## src/hw/rtl/sli_pkg.sv

```systemverilog
// Shared types and constants for the sorted insertion list.
`default_nettype none

package sli_pkg;

	localparam int CAPACITY    = 16;
	localparam int VALUE_WIDTH = 32;
	localparam int COUNT_W     = 5;

	localparam logic KIND_ADD    = 1'b0;
	localparam logic KIND_REMOVE = 1'b1;

	localparam logic [1:0] ST_DONE      = 2'd0;
	localparam logic [1:0] ST_NOT_FOUND = 2'd1;
	localparam logic [1:0] ST_FULL      = 2'd2;

	typedef struct packed {
		logic                          kind;
		logic signed [VALUE_WIDTH-1:0] value;
	} sli_in_t;

	typedef struct packed {
		logic [1:0]                    status;
		logic [COUNT_W-1:0]            entry_count;
		logic signed [VALUE_WIDTH-1:0] front_value;
	} sli_out_t;

	// Broadcast to every cell of the chain
	typedef struct packed {
		logic                          ins_en;
		logic                          rem_en;
		logic signed [VALUE_WIDTH-1:0] value;
	} sli_cmd_t;

endpackage

`default_nettype wire

```

## src/hw/rtl/sli_cell.sv

```systemverilog
// One storage cell of the sorted list chain.
`default_nettype none

module sli_cell
	import sli_pkg::*;
(
	input  wire logic                          clk,
	input  wire sli_cmd_t                      cmd,
	input  wire logic                          occupied,
	input  wire logic                          left_gt,
	input  wire logic signed [VALUE_WIDTH-1:0] left_value,
	input  wire logic signed [VALUE_WIDTH-1:0] right_value,
	output logic                               gt,
	output logic                               eq,
	output logic signed [VALUE_WIDTH-1:0]      value_q
);

	assign gt = occupied && (value_q > cmd.value);
	assign eq = occupied && (value_q == cmd.value);

	// Cells at or behind the boundary move: insert pulls from the left,
	// remove pulls from the right.
	always_ff @(posedge clk) begin
		if (cmd.ins_en && !gt) begin
			value_q <= left_gt ? cmd.value : left_value;
		end else if (cmd.rem_en && !gt) begin
			value_q <= right_value;
		end
	end

endmodule

`default_nettype wire

```

## src/hw/rtl/sorted_list_insert_remove.sv

```systemverilog
// Top level of the sorted insertion list: a chain of compare-and-shift cells.
`default_nettype none

// Usage
//   Input channel: drive cmd (kind, value) and raise start; a transaction is
//   taken at a rising edge with start high and busy low. busy stays low: the
//   cell chain finishes any add or remove in the cycle it is taken, so one
//   transaction per cycle is sustained.
//   kind = add inserts value behind every larger stored value (ahead of
//   equals); kind = remove deletes the equal value nearest the front.
//   Result channel: done pulses for one cycle, in the cycle after the input
//   transaction, with status, the entry count after the transaction and the
//   largest stored value (zero when empty). The result is held in the cell
//   registers, the count register and the status register.
//   The receiver cannot stall; it must take the result in the done cycle.
//   Reset (arst_n low) empties the list and clears done. Cell contents are
//   not cleared; the entry count marks which cells hold data.
//   An add to a full list is dropped with status full; a remove of an absent
//   value leaves the list as it is with status not found.

module sorted_list_insert_remove
	import sli_pkg::*;
(
	input  wire logic    clk,
	input  wire logic    arst_n,
	input  wire logic    start,
	output logic         busy,
	input  wire sli_in_t cmd,
	output logic         done,
	output sli_out_t     result
);

	logic [COUNT_W-1:0]            count_q;
	logic [1:0]                    status_q;
	logic                          done_q;
	logic                          accept;
	logic                          full;
	logic                          found;
	logic [1:0]                    status_d;
	sli_cmd_t                      cell_cmd;
	logic [CAPACITY-1:0]           occ;
	logic [CAPACITY-1:0]           gt_vec;
	logic [CAPACITY-1:0]           eq_vec;
	logic signed [VALUE_WIDTH-1:0] cell_value [CAPACITY];

	// Every transaction completes in the cycle it is taken, so never hold off start
	assign busy   = 1'b0;
	assign accept = start && !busy;
	assign full   = (count_q == COUNT_W'(CAPACITY));
	// List is sorted, so any match sits exactly at the insert boundary
	assign found  = |eq_vec;

	always_comb begin
		cell_cmd.value  = cmd.value;
		cell_cmd.ins_en = accept && (cmd.kind == KIND_ADD) && !full;
		cell_cmd.rem_en = accept && (cmd.kind == KIND_REMOVE) && found;
	end

	always_comb begin
		priority if (cmd.kind == KIND_ADD && full) begin
			status_d = ST_FULL;
		end else if (cmd.kind == KIND_REMOVE && !found) begin
			status_d = ST_NOT_FOUND;
		end else begin
			status_d = ST_DONE;
		end
	end

	// Cell chain: each cell sees its left neighbor's compare and both
	// neighbors' values
	for (genvar i = 0; i < CAPACITY; i++) begin : g_cell
		logic                          left_gt;
		logic signed [VALUE_WIDTH-1:0] left_value;
		logic signed [VALUE_WIDTH-1:0] right_value;

		assign occ[i] = (COUNT_W'(i) < count_q);

		if (i == 0) begin : g_head
			assign left_gt    = 1'b1;
			assign left_value = '0;
		end else begin : g_body
			assign left_gt    = gt_vec[i-1];
			assign left_value = cell_value[i-1];
		end

		if (i == CAPACITY - 1) begin : g_tail
			assign right_value = '0;
		end else begin : g_mid
			assign right_value = cell_value[i+1];
		end

		sli_cell u_cell (
			.clk         (clk),
			.cmd         (cell_cmd),
			.occupied    (occ[i]),
			.left_gt     (left_gt),
			.left_value  (left_value),
			.right_value (right_value),
			.gt          (gt_vec[i]),
			.eq          (eq_vec[i]),
			.value_q     (cell_value[i])
		);
	end

	// Advance the count and register the status of each transaction
	always_ff @(posedge clk or negedge arst_n) begin
		if (!arst_n) begin
			count_q  <= '0;
			status_q <= ST_DONE;
			done_q   <= 1'b0;
		end else begin
			done_q <= accept;
			if (accept) begin
				status_q <= status_d;
			end
			if (cell_cmd.ins_en) begin
				count_q <= count_q + COUNT_W'(1);
			end else if (cell_cmd.rem_en) begin
				count_q <= count_q - COUNT_W'(1);
			end
		end
	end

	assign done               = done_q;
	assign result.status      = status_q;
	assign result.entry_count = count_q;
	assign result.front_value = (count_q != '0) ? cell_value[0] : '0;

	a_count_bound: assert property (@(posedge clk) disable iff (!arst_n)
		count_q <= COUNT_W'(CAPACITY))
		else $error("entry count above capacity");

	a_full_status: assert property (@(posedge clk) disable iff (!arst_n)
		done_q && (status_q == ST_FULL) |-> count_q == COUNT_W'(CAPACITY))
		else $error("full status with room left");

	a_not_found_hold: assert property (@(posedge clk) disable iff (!arst_n)
		accept && !cell_cmd.ins_en && !cell_cmd.rem_en |=> $stable(count_q))
		else $error("count moved on a rejected transaction");

	a_front_order: assert property (@(posedge clk) disable iff (!arst_n)
		count_q >= COUNT_W'(2) |-> cell_value[0] >= cell_value[1])
		else $error("front cells out of order");

endmodule

`default_nettype wire
```

## config.mk

```make
export PLATFORM = sky130hd
export DESIGN_NAME = sorted_list_insert_remove
export DESIGN_NICKNAME = d
export VERILOG_FILES = /design/src/hw/rtl/sli_pkg.sv /design/src/hw/rtl/sli_cell.sv /design/src/hw/rtl/sorted_list_insert_remove.sv
export SDC_FILE = /design/constraint.sdc
export NUM_CORES = 2
export LEC_CHECK = 0
export ABC_AREA = 1
export BUFFER_PORTS_ARGS = -buffer_cell sky130_fd_sc_hd__buf_4
export CAP_MARGIN = 20
export CORE_MARGIN = 2
export CORE_UTILIZATION = 44
export DETAILED_ROUTE_END_ITERATION = 7
export GPL_ROUTABILITY_DRIVEN = 1
export SLEW_MARGIN = 30
export SYNTH_ARGS = -nofsm -noshare
export SYNTH_HDL_FRONTEND = slang
export SYNTH_SLANG_ARGS = --single-unit
```

## constraint.sdc

```tcl
create_clock -name clk -period 5.4 [get_ports clk]
set_clock_uncertainty 0.15 [all_clocks]
set_input_delay 1.08 -clock clk [delete_from_list [all_inputs] [get_ports clk]]
set_output_delay 1.08 -clock clk [all_outputs]
set_load 0.01 [all_outputs]
```

======== Word-level counts from Yosys, hierarchy flattened ========
Cells that the tools add are included.
word-level totals
  register bits after elaboration ......... 520
  input port bits ......................... 36
  output and inout bits ................... 41
  logic and storage cells ................. 230
cells by class
  $add $sub $neg .......................... 2
  $lt $le $gt $ge ......................... 32
  equal/unequal tests ..................... 17
  mux-type cells .......................... 52
  bitwise logic cells ..................... 1
  reduce and logical (&&, ||, !) cells .... 107
operators with widths
  kind                   count
  $mux W32               48
  $eq A32 B32 Y1         16
  $gt A32 B32 Y1         16
  $logic_and A1 B1 Y1    70
  $lt A4 B5 Y1 const A   8
  $reduce_bool A2 Y1     17
  $lt A3 B5 Y1 const A   4
  $logic_not A1 Y1       18
  $reduce_or A16 Y1      1
  $lt A1 B5 Y1 const A   2
  $lt A2 B5 Y1 const A   2
  $mux W5                2
  $add A5 B1 Y5 const B  1
  $eq A5 B5 Y1 const B   1
  $reduce_bool A5 Y1     1
  $sub A5 B1 Y5 const B  1
  $mux W2                1
  $mux W1                1
  $not A1 Y1             1

======== Depth between registers and ports, before layout ========
  depth after elaboration ................. 7
  gate-level depth with buffers ........... 21
  mapped depth without buffers ............ 20

======== Cells and area by module ========
Synthesis repeated with hierarchy kept, for this count alone.
unflattened totals
  cell total of the unflattened synthesis .. 5942
  area total of the unflattened synthesis .. 43823.3 um2
modules (own cells, without submodules)
  module                            instances  cells each  area an instance (um2)  sequential area each (um2)
  sli_cell at g_cell[0].u_cell ...  15         359         2666.3                  960.9
  sli_cell at g_cell[15].u_cell     1          363         2672.6                  960.9
  sorted_list_insert_remove         1          194         1156.1                  200.2

======== Least setup slack after synthesis ========
OpenSTA, ideal clock, no wires.
  kind .................................... input to register
  start ................................... in cmd[31] (netlist bit)
  end ..................................... reg g_cell[0].u_cell.value_q[0] (enable)
  library setup time ...................... 432 ps
  arrival time ............................ 4406 ps
  required time ........................... 4818 ps
  setup slack ............................. 412 ps
  stages .................................. 13
  buffers on the path ..................... 1
  cell sequence ........................... inv_1 ha_1 nand2_1 nor2_1 nand2_1 nor2_2 nand4_1 a21oi_1 nor2_1 nand2_2 nand2_2 buf_4 a21oi_1
between the ends
  word-level cells in the longest chain between the ends .. 6
  elaborated cells on any way between the ends .. 40
  those cells by class .................... order compare (1); eq/ne (16); reduce/logical (23)
RTL lines
  element                                                                 RTL line                         source
  from (decl)                                                             sorted_list_insert_remove.sv:28  input wire sli_in_t cmd,
  parallel branches: the longest is 5 deep, another holds $gt A32 B32 Y1  n/a
  $reduce_bool A2 Y1 (no source line) *                                   n/a
  to (signal assigned)                                                    sli_cell.sv:25                   value_q <= left_gt ? cmd.value : left_value;
  to (signal assigned)                                                    sli_cell.sv:27                   value_q <= right_value;
  to (decl)                                                               sli_cell.sv:15                   output logic signed [VALUE_WIDTH-1:0] value_q
Every way passes the cells marked *.
A chain may end at the register's enable or synchronous reset.

======== Worst setup path in the final report ========
  start ................................... in cmd[19] (netlist bit)
  end ..................................... reg g_cell[3].u_cell.value_q[4] (enable)
between the ends
  word-level cells in the longest chain between the ends .. 6
  elaborated cells on any way between the ends .. 40
  those cells by class .................... order compare (1); eq/ne (16); reduce/logical (23)
RTL lines
  element                                                                 RTL line
  parallel branches: the longest is 5 deep, another holds $gt A32 B32 Y1  n/a
  $reduce_bool A2 Y1 (no source line) *                                   n/a
  to (signal assigned)                                                    sli_cell.sv:25
  to (signal assigned)                                                    sli_cell.sv:27
  to (decl)                                                               sli_cell.sv:15
Marked as above.

==> qor.yml <==
final_layout:
  final_core_util_pct: 49.0
  area_delta_synth_final_pct: 10.4
  stdcell_area_sq_mm: 0.0466
  final_cells: 7061
  drive_gt1_share_pct: 7.61
  final_nets: 6302
place:
  place_area_sq_mm: 0.0446
  dp_hpwl_mm: 106
  dp.cells: 6946
  gp_congestion: 0.957
  io_buffers: 75
logic_synthesis:
  yosys_most_used_dff: "edfxtp_1"
  async_flop_share_pct: 1.54
  yosysTopAreaCell: "edfxtp_1"
  synth_cell_types: 44
  syn_inst: 5728
  ys_seq_elements: 520
  syn_nets: 6280
  syn_area_sq_mm: 0.0422
  synth_top_cell_area_share_pct: 36.4
  ys_seq_area_share_pct: 36.9
  synthTopCellsByArea: "edfxtp_1, nand2_1, ha_1"
  syn_area_per_cell_sq_um: 7.37
  yosys_warnings: 0
  synth_edf_count: 512
floorplan:
  rows: 113
  die_area_sq_mm: 0.0984
  die_height_um: 314
  ios: 77
  dieWidth_um: 314
  initial_utilization_pct: 44.4
  core-area_sq_mm: 0.0950
clock_tree:
  cts_inserted_buffers: 67
  cts_setup_buffers: 0
  clock-sinks: 520
  cts_buffer_depth: 3
  cts_htree_levels: 3
  postCtsHoldBufs: 0
  cts_tree: "yes"
  root_buffer: "clkbuf_16"
  clk_latency_ps: 630
  cts_resized: 0
  clk_transition_reported_paths_ps: 60
global_route:
  grt_max_degree: 65
  grt_pass1_wl_mm: 215
  grt_usage_pct: 27.6
  antenna_found_initial: 1
  gr-total-overflow: 0
  grt_pass1_vias: 36962
pwr:
  cellPowerDensity_mw_per_mm2: 455
  vdd_drop_max_mv: 0.308
  p_leak_uw: 0.0233
setup_path:
  cp_num_cells: 17
  timing.critical_path.buf_inv: 6
  startpoint_type: "primary input"
  critPathCaptureType: "flop"
  ff2ff_path_depth: 15
  crit_arrival_ps: 4590
  worstSetupPathType: "primary input to flop"
  crit_path_max_fanout: 32
  crit_slowest_cell: "ha_1"
  critPathMaxStageDelay_ps: 500
  reg2reg_slack_ps: 1490
  crit_required_ps: 5550
  crit_chain: "buf_4 -> inv_1 -> ha_1 -> nand2_1 -> inv_1 -> nand4_1 -> nor2_1 -> nand3_1 -> nand2_1 -> inv_1 -> nand2_1 -> nor2_1 -> nand2_2 -> nand2_2 -> buf_4 -> nor2_2 -> buf_12"
  crit_family: "simple AND/OR/NAND/NOR gates"
timing:
  timing.fmax_mhz: 225
  hold_viol: 0
  period_share_pct: 82.2
  max_slew_margin_pct: 36.2
  tightest_slew_ps: 954
  period_needed_ps: 4440
  rsz0062_at_grt: "false"
  slew_violations: 0
  final.setup.tns_ps: 0
  setup_violations: 0
hold_path:
  min_path_type: "primary input to asynchronous set/reset pin"
routing:
  vias: 38289
  wirelength_mm: 137
  drcViolationCount: 0
  viasPerCell: 5.42
  wl_per_cell_um: 19.4
  first_iter_violations: 3432
  antenna_left: 0
  dr.pass1.iters: 6
flow_run:
  cap_violations: 0
status:
  outcome: "complete, no violations"
==> sequential cells by signal, indices dropped and copies added, names as in the netlist <==
signal / count
g_cell.u_cell.value_q: 512
done: 1
status_q: 2
count_q: 5
==> per-layer routing <==
metal  global-route usage [%]  routed length, um
met2                     45.1              61600
met4                     7.45               3730
met1                     38.1              60700
met3                     4.27              10900
met5                        0                  0
==> logic make-up after synthesis <==
family	share of synthesized area (%)
compound gates	5.36
other cells	0.00889
fa+ha+maj	15.3
flops	36.9
xor+xnor	0.145
buf+inv	6.40
simple gates	35.9
==> final cells by class <==
| cell class | instances | area, sq um |
|---|---|---|
| diodes | 1 | 2.50 |
| fillers | 9556 | 48400 |
| clock inverters | 29 | 158 |
| clock buffers | 85 | 1790 |
| repair buffers | 244 | 2160 |
| flip-flops and latches | 520 | 15600 |
| inverters | 331 | 1240 |
| multi-input cells | 4586 | 24100 |
| well taps | 1265 | 1580 |
==> path summary, 6_finish.rpt <==
| kind | startpoint | to |
|---|---|---|
| hold / removal | arst_n | done |
| min in group clk | status_q[1] | status_q[1] |
| setup / recovery | cmd[19] | g_cell[3].u_cell.value_q[4] |
| hold reg to reg | status_q[1] | status_q[1] |
| setup reg to reg | count_q[1] | g_cell[3].u_cell.value_q[4] |
| max in group asynchronous | arst_n | status_q[1] |
==> cells in the final DEF (no fill, tap or decap), types with 26 or more instances in the layout <==
cell type,netlist,final
nand4_1,227,227
o21ai_1,31,31
nor2_1,172,166
o21ai_0,55,55
nand2_2,38,38
inv_1,314,314
clkbuf_16,0,69
a21oi_1,285,272
edfxtp_1,512,512
nand2_1,2709,2709
buf_12,0,26
ha_1,516,516
buf_4,35,218
nand3_1,445,445
==> per-stage QoR <==
step           setup slack [ps]  total power (uW)  hold WS, ps
5_1_grt                     735             22800          104
3_5_place_dp                403             16900          355
4_1_cts                    1050             21100         91.8
2_1_floorplan               412             13700          370
3_3_place_gp                488             16800          345
6_report                    962             21200          103
==> report_power, final <==
group / internal (uW) / switching [uW] / total, uW / leakage [uW]
clock: 2370 / 1850 / 4220 / 0.000948
combinational: 3230 / 7050 / 10300 / 0.0174
sequential: 5870 / 810 / 6680 / 0.00493
==> synth_stat cells, drive strengths merged (2+ instances only) <==
library cell and n:
inv 331, nor2 186, nand2 2749, nand3 457, a21o 15, a21oi 288, a21boi 6, ha 516
a31oi 2, nand4 227, clkbuf 93, nor3 9, xor2 5, nor3b 6, dfrtp 8, o21ai 87
nand3b 4, o21a 22, buf 198, xnor2 2, edfxtp 512
(Power assumes the default switching activity.)
